<file path="src/sv/two_axis_servo_speed_stepper_core_assert.svh">
// assertion helpers shared by the stepper core
`ifndef TWO_AXIS_SERVO_SPEED_STEPPER_CORE_ASSERT_SVH
`define TWO_AXIS_SERVO_SPEED_STEPPER_CORE_ASSERT_SVH

// same-cycle implication, checked on every rising clock edge outside reset
`define TASS_ASSERT_IMP(label, ante, cons) \
   label: assert property (@(posedge clock) disable iff (reset) (ante) |-> (cons)) \
      else $error("stepper core assertion failed");

// next-cycle implication
`define TASS_ASSERT_NXT(label, ante, cons) \
   label: assert property (@(posedge clock) disable iff (reset) (ante) |=> (cons)) \
      else $error("stepper core assertion failed");

`endif

</file>
<file path="src/sv/tass_pkg.sv">
package tass_pkg;

   // field widths
   localparam int TIME_BITS      = 32;
   localparam int IN_TIME_BITS   = 32;
   localparam int POS_BITS       = 8;
   localparam int SPEED_BITS     = 8;
   localparam int MAG_BITS       = 7;
   localparam int RATE_BITS      = 16;
   localparam int CSR_INDEX_BITS = 4;
   localparam int CSR_DATA_BITS  = 16;

   // divider: quotient bits retired per cycle
   localparam int DIV_RADIX_BITS = 2;
   localparam int DIV_STEPS      = RATE_BITS / DIV_RADIX_BITS;
   localparam int DIV_CNT_BITS   = $clog2(DIV_STEPS);

   // register indexes
   localparam logic [CSR_INDEX_BITS-1:0] CSR_MIN_POSITION  = 4'd0;
   localparam logic [CSR_INDEX_BITS-1:0] CSR_MAX_POSITION  = 4'd1;
   localparam logic [CSR_INDEX_BITS-1:0] CSR_MAX_SPEED     = 4'd2;
   localparam logic [CSR_INDEX_BITS-1:0] CSR_RATE_CONSTANT = 4'd3;

   // reset values
   localparam logic [POS_BITS-1:0]  MIN_POS_RESET   = 8'd0;
   localparam logic [POS_BITS-1:0]  MAX_POS_RESET   = 8'd180;
   localparam logic [MAG_BITS-1:0]  MAX_SPEED_RESET = 7'd100;
   localparam logic [RATE_BITS-1:0] RATE_RESET      = 16'd1000;
   localparam logic [POS_BITS-1:0]  ANGLE_RESET     = 8'd90;

   // divider request and response
   typedef struct packed {
      logic                 start;
      logic [RATE_BITS-1:0] dividend;
      logic [MAG_BITS-1:0]  divisor;
   } div_req_type;

   typedef struct packed {
      logic                 done;
      logic [RATE_BITS-1:0] quotient;
   } div_rsp_type;

endpackage

</file>
<file path="src/sv/tass_if.sv">
// tick channel
interface tass_req_if;
   logic                                  valid;
   logic                                  ready;
   logic [tass_pkg::IN_TIME_BITS-1:0]     time_ms;
   logic signed [tass_pkg::SPEED_BITS-1:0] speed_x;
   logic signed [tass_pkg::SPEED_BITS-1:0] speed_y;

   modport source (output valid, time_ms, speed_x, speed_y, input ready);
   modport sink (input valid, time_ms, speed_x, speed_y, output ready);
endinterface

// position channel
interface tass_rsp_if;
   logic                          valid;
   logic                          ready;
   logic [tass_pkg::POS_BITS-1:0] position_x;
   logic [tass_pkg::POS_BITS-1:0] position_y;
   logic                          stepped_x;
   logic                          stepped_y;

   modport source (output valid, position_x, position_y, stepped_x, stepped_y, input ready);
   modport sink (input valid, position_x, position_y, stepped_x, stepped_y, output ready);
endinterface

</file>
<file path="src/sv/tass_div.sv">
module tass_div (
   input  logic                  clock,
   input  logic                  reset,
   input  tass_pkg::div_req_type div_req,
   output tass_pkg::div_rsp_type div_rsp
);

   logic                                 running_ff, running_in;
   logic                                 done_ff, done_in;
   logic [tass_pkg::DIV_CNT_BITS-1:0]    cnt_ff, cnt_in;
   logic [tass_pkg::MAG_BITS-1:0]        rem_ff, rem_in;
   logic [tass_pkg::RATE_BITS-1:0]       quo_ff, quo_in;
   logic [tass_pkg::MAG_BITS-1:0]        divisor_ff, divisor_in;
   logic [tass_pkg::MAG_BITS-1:0]        rem_step;
   logic [tass_pkg::RATE_BITS-1:0]       quo_step;
   logic [tass_pkg::MAG_BITS:0]          trial;
   logic                                 qbit;

   // restoring division, DIV_RADIX_BITS quotient bits per cycle
   always_comb begin
      rem_step = rem_ff;
      quo_step = quo_ff;
      trial    = '0;
      qbit     = 1'b0;
      for (int i = 0; i < tass_pkg::DIV_RADIX_BITS; i++) begin
         trial    = {rem_step, quo_step[tass_pkg::RATE_BITS-1]};
         qbit     = (trial >= {1'b0, divisor_ff});
         rem_step = qbit ? tass_pkg::MAG_BITS'(trial - {1'b0, divisor_ff})
                         : trial[tass_pkg::MAG_BITS-1:0];
         quo_step = {quo_step[tass_pkg::RATE_BITS-2:0], qbit};
      end
   end

   // sequencing of the iterations
   always_comb begin
      running_in = running_ff;
      done_in    = 1'b0;
      cnt_in     = cnt_ff;
      rem_in     = rem_ff;
      quo_in     = quo_ff;
      divisor_in = divisor_ff;
      if (div_req.start) begin
         running_in = 1'b1;
         cnt_in     = '0;
         rem_in     = '0;
         quo_in     = div_req.dividend;
         divisor_in = div_req.divisor;
      end else if (running_ff) begin
         rem_in = rem_step;
         quo_in = quo_step;
         cnt_in = cnt_ff + 1'b1;
         if (cnt_ff == tass_pkg::DIV_CNT_BITS'(tass_pkg::DIV_STEPS - 1)) begin
            running_in = 1'b0;
            done_in    = 1'b1;
         end
      end
   end

   always_ff @(posedge clock) begin
      if (reset) begin
         running_ff <= 1'b0;
         done_ff    <= 1'b0;
         cnt_ff     <= '0;
      end else begin
         running_ff <= running_in;
         done_ff    <= done_in;
         cnt_ff     <= cnt_in;
      end
      rem_ff     <= rem_in;
      quo_ff     <= quo_in;
      divisor_ff <= divisor_in;
   end

   assign div_rsp.done     = done_ff;
   assign div_rsp.quotient = quo_ff;

endmodule

</file>
<file path="src/sv/two_axis_servo_speed_stepper_core.sv">
// Two-axis servo speed stepper.
// The req_chan channel takes one tick transaction: millisecond time and a signed
// speed per axis. The rsp_chan channel returns one transaction per tick with
// both servo angles and a step flag for each axis. The user must write the
// registers over the csr_ port (index, data, write enable) only while no tick
// is in flight; the block itself does not enforce this. A tick is handled
// one axis after the other. An axis with nonzero speed runs the shared
// divider (rate constant over speed magnitude), which retires two quotient
// bits a cycle for the 16-bit quotient; an axis at zero speed skips it.
// Each axis passes through the setup, divide (when needed) and position
// update states, then the response is offered. One tick is in flight at a
// time: a new tick can be accepted the cycle after the response is taken.
// While rsp_chan is stalled the response holds and req_chan stays not
// ready. Synchronous reset restores the register defaults, both angles to
// 90 degrees and both last step times to zero.
module two_axis_servo_speed_stepper_core (
   input  logic                                 clock,
   input  logic                                 reset,
   tass_req_if.sink                             req_chan,
   tass_rsp_if.source                           rsp_chan,
   input  logic                                 csr_we,
   input  logic [tass_pkg::CSR_INDEX_BITS-1:0]  csr_index,
   input  logic [tass_pkg::CSR_DATA_BITS-1:0]   csr_wdata
);

   `include "two_axis_servo_speed_stepper_core_assert.svh"

   typedef enum logic [4:0] {
      S_IDLE = 5'b00001,
      S_PREP = 5'b00010,
      S_DIV  = 5'b00100,
      S_UPD  = 5'b01000,
      S_OUT  = 5'b10000
   } state_type;

   state_type                              state_ff, state_in;
   logic [tass_pkg::POS_BITS-1:0]          min_pos_ff, min_pos_in;
   logic [tass_pkg::POS_BITS-1:0]          max_pos_ff, max_pos_in;
   logic [tass_pkg::MAG_BITS-1:0]          max_speed_ff, max_speed_in;
   logic [tass_pkg::RATE_BITS-1:0]         rate_ff, rate_in;
   logic [tass_pkg::POS_BITS-1:0]          angle_x_ff, angle_x_in;
   logic [tass_pkg::POS_BITS-1:0]          angle_y_ff, angle_y_in;
   logic [tass_pkg::TIME_BITS-1:0]         last_x_ff, last_x_in;
   logic [tass_pkg::TIME_BITS-1:0]         last_y_ff, last_y_in;
   logic [tass_pkg::TIME_BITS-1:0]         now_ff, now_in;
   logic signed [tass_pkg::SPEED_BITS-1:0] speed_x_ff, speed_x_in;
   logic signed [tass_pkg::SPEED_BITS-1:0] speed_y_ff, speed_y_in;
   logic                                   axis_ff, axis_in;
   logic [tass_pkg::RATE_BITS-1:0]         period_ff, period_in;
   logic                                   stepped_x_ff, stepped_x_in;
   logic                                   stepped_y_ff, stepped_y_in;

   logic signed [tass_pkg::SPEED_BITS-1:0] cur_speed;
   logic [tass_pkg::SPEED_BITS-1:0]        neg_speed;
   logic [tass_pkg::MAG_BITS-1:0]          cur_mag;
   logic [tass_pkg::POS_BITS-1:0]          cur_angle;
   logic [tass_pkg::TIME_BITS-1:0]         cur_last;
   logic [tass_pkg::TIME_BITS-1:0]         elapsed;
   logic                                   step_hit;
   logic signed [tass_pkg::POS_BITS+1:0]   moved;
   logic [tass_pkg::POS_BITS-1:0]          new_angle;
   logic [63:0]                            time_wide;
   logic                                   req_accept;

   tass_pkg::div_req_type                  div_req;
   tass_pkg::div_rsp_type                  div_rsp;

   // clamp a commanded speed to plus or minus the limit
   function automatic logic signed [tass_pkg::SPEED_BITS-1:0] clamp_speed(
      input logic signed [tass_pkg::SPEED_BITS-1:0] s,
      input logic [tass_pkg::MAG_BITS-1:0]          lim
   );
      logic signed [tass_pkg::SPEED_BITS:0] s9;
      logic signed [tass_pkg::SPEED_BITS:0] l9;
      logic signed [tass_pkg::SPEED_BITS:0] r9;
      s9 = {s[tass_pkg::SPEED_BITS-1], s};
      l9 = {2'b00, lim};
      if (s9 < -l9) begin
         r9 = -l9;
      end else if (s9 > l9) begin
         r9 = l9;
      end else begin
         r9 = s9;
      end
      return r9[tass_pkg::SPEED_BITS-1:0];
   endfunction

   // clamp a moved angle into the position window
   function automatic logic [tass_pkg::POS_BITS-1:0] clamp_pos(
      input logic signed [tass_pkg::POS_BITS+1:0] p,
      input logic [tass_pkg::POS_BITS-1:0]        lo,
      input logic [tass_pkg::POS_BITS-1:0]        hi
   );
      logic signed [tass_pkg::POS_BITS+1:0] lo10;
      logic signed [tass_pkg::POS_BITS+1:0] hi10;
      lo10 = {2'b00, lo};
      hi10 = {2'b00, hi};
      if (p < lo10) begin
         return lo;
      end else if (p > hi10) begin
         return hi;
      end
      return p[tass_pkg::POS_BITS-1:0];
   endfunction

   tass_div u_div (
      .clock   (clock),
      .reset   (reset),
      .div_req (div_req),
      .div_rsp (div_rsp)
   );

   // per-axis datapath, shared by both axes
   always_comb begin
      cur_speed = axis_ff ? speed_y_ff : speed_x_ff;
      cur_angle = axis_ff ? angle_y_ff : angle_x_ff;
      cur_last  = axis_ff ? last_y_ff : last_x_ff;
      neg_speed = tass_pkg::SPEED_BITS'(-cur_speed);
      cur_mag   = cur_speed[tass_pkg::SPEED_BITS-1] ? neg_speed[tass_pkg::MAG_BITS-1:0]
                                                    : cur_speed[tass_pkg::MAG_BITS-1:0];
      elapsed   = now_ff - cur_last;
      step_hit  = (cur_speed != '0) && (elapsed > tass_pkg::TIME_BITS'(period_ff));
      moved     = cur_speed[tass_pkg::SPEED_BITS-1] ? ({2'b00, cur_angle} - 10'sd1)
                                                    : ({2'b00, cur_angle} + 10'sd1);
      new_angle = clamp_pos(moved, min_pos_ff, max_pos_ff);
   end

   assign time_wide  = 64'(req_chan.time_ms);
   assign req_accept = req_chan.valid && req_chan.ready;

   // sequencer
   always_comb begin
      state_in     = state_ff;
      min_pos_in   = min_pos_ff;
      max_pos_in   = max_pos_ff;
      max_speed_in = max_speed_ff;
      rate_in      = rate_ff;
      angle_x_in   = angle_x_ff;
      angle_y_in   = angle_y_ff;
      last_x_in    = last_x_ff;
      last_y_in    = last_y_ff;
      now_in       = now_ff;
      speed_x_in   = speed_x_ff;
      speed_y_in   = speed_y_ff;
      axis_in      = axis_ff;
      period_in    = period_ff;
      stepped_x_in = stepped_x_ff;
      stepped_y_in = stepped_y_ff;
      div_req.start    = 1'b0;
      div_req.dividend = rate_ff;
      div_req.divisor  = cur_mag;

      // register writes
      if (csr_we) begin
         case (csr_index)
            tass_pkg::CSR_MIN_POSITION:  min_pos_in   = csr_wdata[tass_pkg::POS_BITS-1:0];
            tass_pkg::CSR_MAX_POSITION:  max_pos_in   = csr_wdata[tass_pkg::POS_BITS-1:0];
            tass_pkg::CSR_MAX_SPEED:     max_speed_in = csr_wdata[tass_pkg::MAG_BITS-1:0];
            tass_pkg::CSR_RATE_CONSTANT: rate_in      = csr_wdata[tass_pkg::RATE_BITS-1:0];
            default: ;
         endcase
      end

      case (state_ff)
         S_IDLE: begin
            if (req_accept) begin
               now_in     = time_wide[tass_pkg::TIME_BITS-1:0];
               speed_x_in = clamp_speed(req_chan.speed_x, max_speed_ff);
               speed_y_in = clamp_speed(req_chan.speed_y, max_speed_ff);
               axis_in    = 1'b0;
               state_in   = S_PREP;
            end
         end
         S_PREP: begin
            // zero speed skips the division
            if (cur_speed == '0) begin
               state_in = S_UPD;
            end else begin
               div_req.start = 1'b1;
               state_in      = S_DIV;
            end
         end
         S_DIV: begin
            if (div_rsp.done) begin
               period_in = div_rsp.quotient;
               state_in  = S_UPD;
            end
         end
         S_UPD: begin
            if (axis_ff) begin
               stepped_y_in = step_hit;
               if (step_hit) begin
                  angle_y_in = new_angle;
                  last_y_in  = now_ff;
               end
               state_in = S_OUT;
            end else begin
               stepped_x_in = step_hit;
               if (step_hit) begin
                  angle_x_in = new_angle;
                  last_x_in  = now_ff;
               end
               axis_in  = 1'b1;
               state_in = S_PREP;
            end
         end
         S_OUT: begin
            if (rsp_chan.ready) begin
               state_in = S_IDLE;
            end
         end
         default: state_in = S_IDLE;
      endcase
   end

   always_ff @(posedge clock) begin
      if (reset) begin
         state_ff     <= S_IDLE;
         min_pos_ff   <= tass_pkg::MIN_POS_RESET;
         max_pos_ff   <= tass_pkg::MAX_POS_RESET;
         max_speed_ff <= tass_pkg::MAX_SPEED_RESET;
         rate_ff      <= tass_pkg::RATE_RESET;
         angle_x_ff   <= tass_pkg::ANGLE_RESET;
         angle_y_ff   <= tass_pkg::ANGLE_RESET;
         last_x_ff    <= '0;
         last_y_ff    <= '0;
         axis_ff      <= 1'b0;
      end else begin
         state_ff     <= state_in;
         min_pos_ff   <= min_pos_in;
         max_pos_ff   <= max_pos_in;
         max_speed_ff <= max_speed_in;
         rate_ff      <= rate_in;
         angle_x_ff   <= angle_x_in;
         angle_y_ff   <= angle_y_in;
         last_x_ff    <= last_x_in;
         last_y_ff    <= last_y_in;
         axis_ff      <= axis_in;
      end
      now_ff       <= now_in;
      speed_x_ff   <= speed_x_in;
      speed_y_ff   <= speed_y_in;
      period_ff    <= period_in;
      stepped_x_ff <= stepped_x_in;
      stepped_y_ff <= stepped_y_in;
   end

   // channel outputs
   assign req_chan.ready      = (state_ff == S_IDLE);
   assign rsp_chan.valid      = (state_ff == S_OUT);
   assign rsp_chan.position_x = angle_x_ff;
   assign rsp_chan.position_y = angle_y_ff;
   assign rsp_chan.stepped_x  = stepped_x_ff;
   assign rsp_chan.stepped_y  = stepped_y_ff;

   // checks
   `TASS_ASSERT_IMP(a_one_in_flight, req_chan.ready, !rsp_chan.valid)
   `TASS_ASSERT_IMP(a_div_done_in_wait, div_rsp.done, state_ff == S_DIV)
   `TASS_ASSERT_NXT(a_accept_starts_x, req_accept, (state_ff == S_PREP) && !axis_ff)
   `TASS_ASSERT_IMP(a_step_in_window, rsp_chan.valid && rsp_chan.stepped_x,
      ((rsp_chan.position_x >= min_pos_ff) && (rsp_chan.position_x <= max_pos_ff)) ||
      (rsp_chan.position_x == min_pos_ff) || (rsp_chan.position_x == max_pos_ff))

endmodule

</file>
<file path="src/flat_wrapper.sv">
// flat-port wrapper written by rule: the top's interface ports become plain ports
module two_axis_servo_speed_stepper_core_flat 
  (clock, reset, csr_we, csr_index, csr_wdata, req_chan_valid, req_chan_time_ms, req_chan_speed_x, req_chan_speed_y, req_chan_ready, rsp_chan_valid, rsp_chan_position_x, rsp_chan_position_y, rsp_chan_stepped_x, rsp_chan_stepped_y, rsp_chan_ready);
  tass_req_if req_chan_i ();
  tass_rsp_if rsp_chan_i ();
  input  logic clock;
  input  logic reset;
  input  logic csr_we;
  input  logic [tass_pkg::CSR_INDEX_BITS-1:0] csr_index;
  input  logic [tass_pkg::CSR_DATA_BITS-1:0] csr_wdata;
  input wire logic [$bits(req_chan_i.valid)-1:0] req_chan_valid;
  input wire logic [$bits(req_chan_i.time_ms)-1:0] req_chan_time_ms;
  input wire logic [$bits(req_chan_i.speed_x)-1:0] req_chan_speed_x;
  input wire logic [$bits(req_chan_i.speed_y)-1:0] req_chan_speed_y;
  output wire logic [$bits(req_chan_i.ready)-1:0] req_chan_ready;
  output wire logic [$bits(rsp_chan_i.valid)-1:0] rsp_chan_valid;
  output wire logic [$bits(rsp_chan_i.position_x)-1:0] rsp_chan_position_x;
  output wire logic [$bits(rsp_chan_i.position_y)-1:0] rsp_chan_position_y;
  output wire logic [$bits(rsp_chan_i.stepped_x)-1:0] rsp_chan_stepped_x;
  output wire logic [$bits(rsp_chan_i.stepped_y)-1:0] rsp_chan_stepped_y;
  input wire logic [$bits(rsp_chan_i.ready)-1:0] rsp_chan_ready;
  assign req_chan_i.valid = req_chan_valid;
  assign req_chan_i.time_ms = req_chan_time_ms;
  assign req_chan_i.speed_x = req_chan_speed_x;
  assign req_chan_i.speed_y = req_chan_speed_y;
  assign req_chan_ready = req_chan_i.ready;
  assign rsp_chan_valid = rsp_chan_i.valid;
  assign rsp_chan_position_x = rsp_chan_i.position_x;
  assign rsp_chan_position_y = rsp_chan_i.position_y;
  assign rsp_chan_stepped_x = rsp_chan_i.stepped_x;
  assign rsp_chan_stepped_y = rsp_chan_i.stepped_y;
  assign rsp_chan_i.ready = rsp_chan_ready;
  two_axis_servo_speed_stepper_core u_core (.clock(clock), .reset(reset), .req_chan(req_chan_i), .rsp_chan(rsp_chan_i), .csr_we(csr_we), .csr_index(csr_index), .csr_wdata(csr_wdata));
endmodule
</file>
<file path="config.mk">
export PLATFORM = sky130hd
export DESIGN_NAME = two_axis_servo_speed_stepper_core_flat
export DESIGN_NICKNAME = d
export VERILOG_FILES = /design/src/sv/tass_pkg.sv /design/src/sv/tass_if.sv /design/src/sv/tass_div.sv /design/src/sv/two_axis_servo_speed_stepper_core.sv /design/src/flat_wrapper.sv
export VERILOG_INCLUDE_DIRS = /design/src /design/src/sv
export SDC_FILE = /design/constraint.sdc
export NUM_CORES = 1
export LEC_CHECK = 0
export ABC_AREA = 1
export BUFFER_PORTS_ARGS = -buffer_cell sky130_fd_sc_hd__buf_2
export CAP_MARGIN = 5
export CORE_ASPECT_RATIO = 1.25
export CORE_MARGIN = 3
export CORE_UTILIZATION = 50
export DETAILED_ROUTE_END_ITERATION = 7
export PLACE_DENSITY_LB_ADDON = 0.2
export SKIP_LAST_GASP = 1
export SYNTH_ARGS = -nofsm -noshare
export SYNTH_HDL_FRONTEND = slang
export SYNTH_SLANG_ARGS = --single-unit
export TNS_END_PERCENT = 30
</file>
<file path="constraint.sdc">
create_clock -name clock -period 4.6 [get_ports clock]
set_input_delay 1.15 -clock clock [delete_from_list [all_inputs] [get_ports clock]]
set_output_delay 1.15 -clock clock [all_outputs]
set_load 0.01 [all_outputs]
</file>
==> load_flow_metrics.sql <==
INSERT INTO impl_metrics (metric_group, metric, value, unit) VALUES
('synth', 'synth.yosys.seq_area_share', '36.2', '%'),
('synth', 'yosys_warnings', '0', ''),
('synth', 'ranking_of_synthesized_cells_by_area', 'dfxtp_1 (18%), edfxtp_1 (18%), nand2_1 (16%), inv_1 (10%), ha_1 (9.5%)', ''),
('sta', 'finalMaxSlewViolations', '0', ''),
('grt', 'first_global_vias', '13000', ''),
('run', 'max_cap_violations', '0', ''),
('synth', 'yosys.area_share.adder', '9.94', '%'),
('setup_path', 'worst-path-buf-inv', '4', ''),
('place', 'routabilityCongestion', '0.950', ''),
('grt', 'pin_count_of_the_biggest_net_entering_global_routing', '85', ''),
('clock_network', 'root_buffer', 'clkbuf_16', ''),
('power_and_ir_drop', 'peakVddDrop', '0.265', 'mV'),
('sta', 'grt_setup_unrepaired', 'yes', ''),
('place', 'post_place_cell_area', '0.0159', 'mm^2'),
('clock_network', 'tritoncts_clock_tree', 'yes', ''),
('detailed_routing', 'routed-via-count', '13500', ''),
('floorplan', 'top_level_ports', '93', ''),
('cells_and_area', 'final_util', '57.3', '%'),
('detailed_routing', 'totalWireLength', '39500', 'um'),
('detailed_routing', 'wl_per_cell', '14.8', 'um'),
('grt', 'grt_use_total', '24.0', '%'),
('clock_network', 'path_clk_slew', '0.06', 'ns'),
('synth', 'yosys.area_share.xor_xnor', '2.28', '%'),
('detailed_routing', 'initialDrtViolationCount', '690', ''),
('synth', 'synth-async-reset-ratio', '0', '%'),
('setup_path', 'cp-start-kind', 'flop', ''),
('floorplan', 'die_width', '161', 'um'),
('grt', 'grt_pass1_wl', '63000', 'um'),
('synth', 'postSynthAreaPerCell', '6.89', 'um^2'),
('clock_network', 'clock_path_buffers', '3', ''),
('floorplan', 'core_footprint', '0.0293', 'mm^2'),
('place', 'hpwlAfterDp', '29800', 'um'),
('synth', 'synth_compound_gate_area_share', '9.06', '%'),
('cells_and_area', 'antenna_cells_inserted', '0', ''),
('synth', 'post_synth_design_cell_area', '0.0150', 'mm^2'),
('sta', 'timing_hold_violations_final', '0', ''),
('setup_path', 'timing.setup.critical_path_class', 'flop to flop', ''),
('sta', 'worst_slew_pin_slew', '0.917', 'ns'),
('sta', 'setup-violations-final', '0', ''),
('synth', 'synth.most_common_cell', 'nand2_1', ''),
('power_and_ir_drop', 'p_leak', '8.34', 'nW'),
('place', 'post-place-ws', '0.0929', 'ns'),
('worst_hold_path', 'timing.hold.worst.class', 'flop to flop', ''),
('floorplan', 'row_count', '70', ''),
('synth', 'netlist-cell-type-count', '46', ''),
('synth', 'synth.net_count', '2361', ''),
('cells_and_area', 'area_growth_syn_to_layout', '12.4', '%'),
('setup_path', 'timing.critical_path.slowest_cell_delay', '0.47', 'ns'),
('floorplan', 'die_h', '199', 'um'),
('sta', 'fin_ws', '0.333', 'ns'),
('setup_path', 'path_common_cell', 'nand2_1', ''),
('cells_and_area', 'layout-drive-gt1-share', '9.33', '%'),
('detailed_routing', 'via_density', '5.06', ''),
('sta', 'fin_worst_skew', '0.00816', 'ns'),
('synth', 'synthFlopType', 'dfxtp_1', ''),
('detailed_routing', 'final_antenna_net_count', '0', ''),
('synth', 'synth_top_family_by_area', 'simple AND/OR/NAND/NOR gates', ''),
('detailed_routing', 'drc', '0', ''),
('sta', 'timing.fmax', '0.234', 'GHz'),
('clock_network', 'cts_made_buffers', '25', ''),
('grt', 'globalRouteOverflowTotal', '0', ''),
('synth', 'netlist.top_cell.by_area', 'dfxtp_1', ''),
('run_status', 'status', 'finished, final reports clean', ''),
('detailed_routing', 'detailedRoute.firstPassIterationCount', '5', ''),
('synth', 'synth_enable_flop_cells', '89', ''),
('cells_and_area', 'final_instance_area', '0.0168', 'mm^2'),
('clock_network', 'cts_sinks', '226', ''),
('floorplan', 'area_enclosed_by_the_die_boundary', '0.0320', 'mm^2'),
('setup_path', 'critPathMaxFanout', '17', ''),
('setup_path', 'crit_path_end_kind', 'flop', ''),
('setup_path', 'cp.arrival', '4.69', 'ns');
-- repair_timing --
action | in CTS | in global routing
resized for setup | 0 | 5
endpoints found under the setup margin | 0 | 89
hold buffers | 0 | 0
buffers inserted | 0 | 2
-- worst register-to-register path: cells and delay by family (launching register included) --
kind	cells	cell delay, ns
flip-flops	1	0.40
AND/OR/NAND/NOR	19	1.97
XOR/XNOR	1	0.26
AO/OA/AOI/OAI	1	0.08
adder cells (fa/ha/maj)	3	0.84
buffers and inverters	4	0.59
-- area by class of cell --
class / instances / area [um^2]
Tap cell: 396 / 495
Clock inverter: 11 / 130
Inverter: 433 / 1630
Fill cell: 2828 / 12500
Timing Repair Buffer: 127 / 793
Sequential cell: 226 / 5420
Clock buffer: 34 / 699
Multi-Input combinational cell: 1442 / 7650
-- power breakdown --
group / leakage (nW) / switching [W] / internal [W]
logic: 6.00 / 0.00115 / 0.000628
registers: 1.94 / 0.0000857 / 0.00227
clock network: 0.406 / 0.000814 / 0.00123
-- sequential cells by signal, indices dropped and copies added, names as in the netlist, 16 cells and up --
register,count
u_core.now_ff,32
u_core.rate_ff,16
u_core.u_div.quo_ff,16
u_core.last_y_ff,32
u_core.last_x_ff,32
u_core.period_ff,16
-- logic make-up (layout without fill, tap and decap cells) --
family | after synthesis | count (layout)
mux | 12 | 12
xor+xnor | 39 | 39
simple gates | 1017 | 1017
fa+ha+maj | 117 | 117
flops | 226 | 226
buf+inv | 503 | 605
compound gates | 257 | 257
-- metal layers --
metal	GRT usage [%]	routed length, um	up-vias
met5	0	9	-
met3	3.38	1820	89
li1	-	-	7061
met1	27.5	16300	6065
met4	10.4	1610	2
met2	44.4	19700	293
-- per-stage QoR --
| step | TNS [ns] | std cells | total power, W |
|---|---|---|---|
| 2_1_floorplan | 0 | 2171 | 0.00367 |
| 3_3_place_gp | 0 | 2622 | 0.00410 |
| 3_5_place_dp | 0 | 2622 | 0.00414 |
| 4_1_cts | 0 | 2667 | 0.00620 |
| 5_1_grt | -0.0266 | 2669 | 0.00654 |
| 6_report | 0 | 2669 | 0.00617 |
-- layout by cell type (no fill, tap or decap), drive strengths merged, types with 6 or more instances in the layout --
cell type	n
nand2	627
inv	427
clkinv	13
o21ai	129
a21oi	103
xor2	33
nand3	77
mux2i	12
or2	6
nor3	24
ha	114
dfxtp	137
o211ai	10
nor2	171
clkbuf	34
nand4	98
edfxtp	89
buf	127
xnor2	6
-- final timing paths --
| kind | from | to | slack (ns) | cells past startpoint |
|---|---|---|---|---|
| min reg2reg | u_core.u_div.quo_ff[3] | u_core.period_ff[3] | 0.45 | 0 |
| min | u_core.u_div.quo_ff[3] | u_core.period_ff[3] | 0.45 | 0 |
| max reg2reg | u_core.axis_ff | u_core.last_y_ff[11] | 0.33 | 28 |
| max | u_core.axis_ff | u_core.last_y_ff[11] | 0.33 | 28 |
No activity file was read; power rests on OpenSTA's default activity.
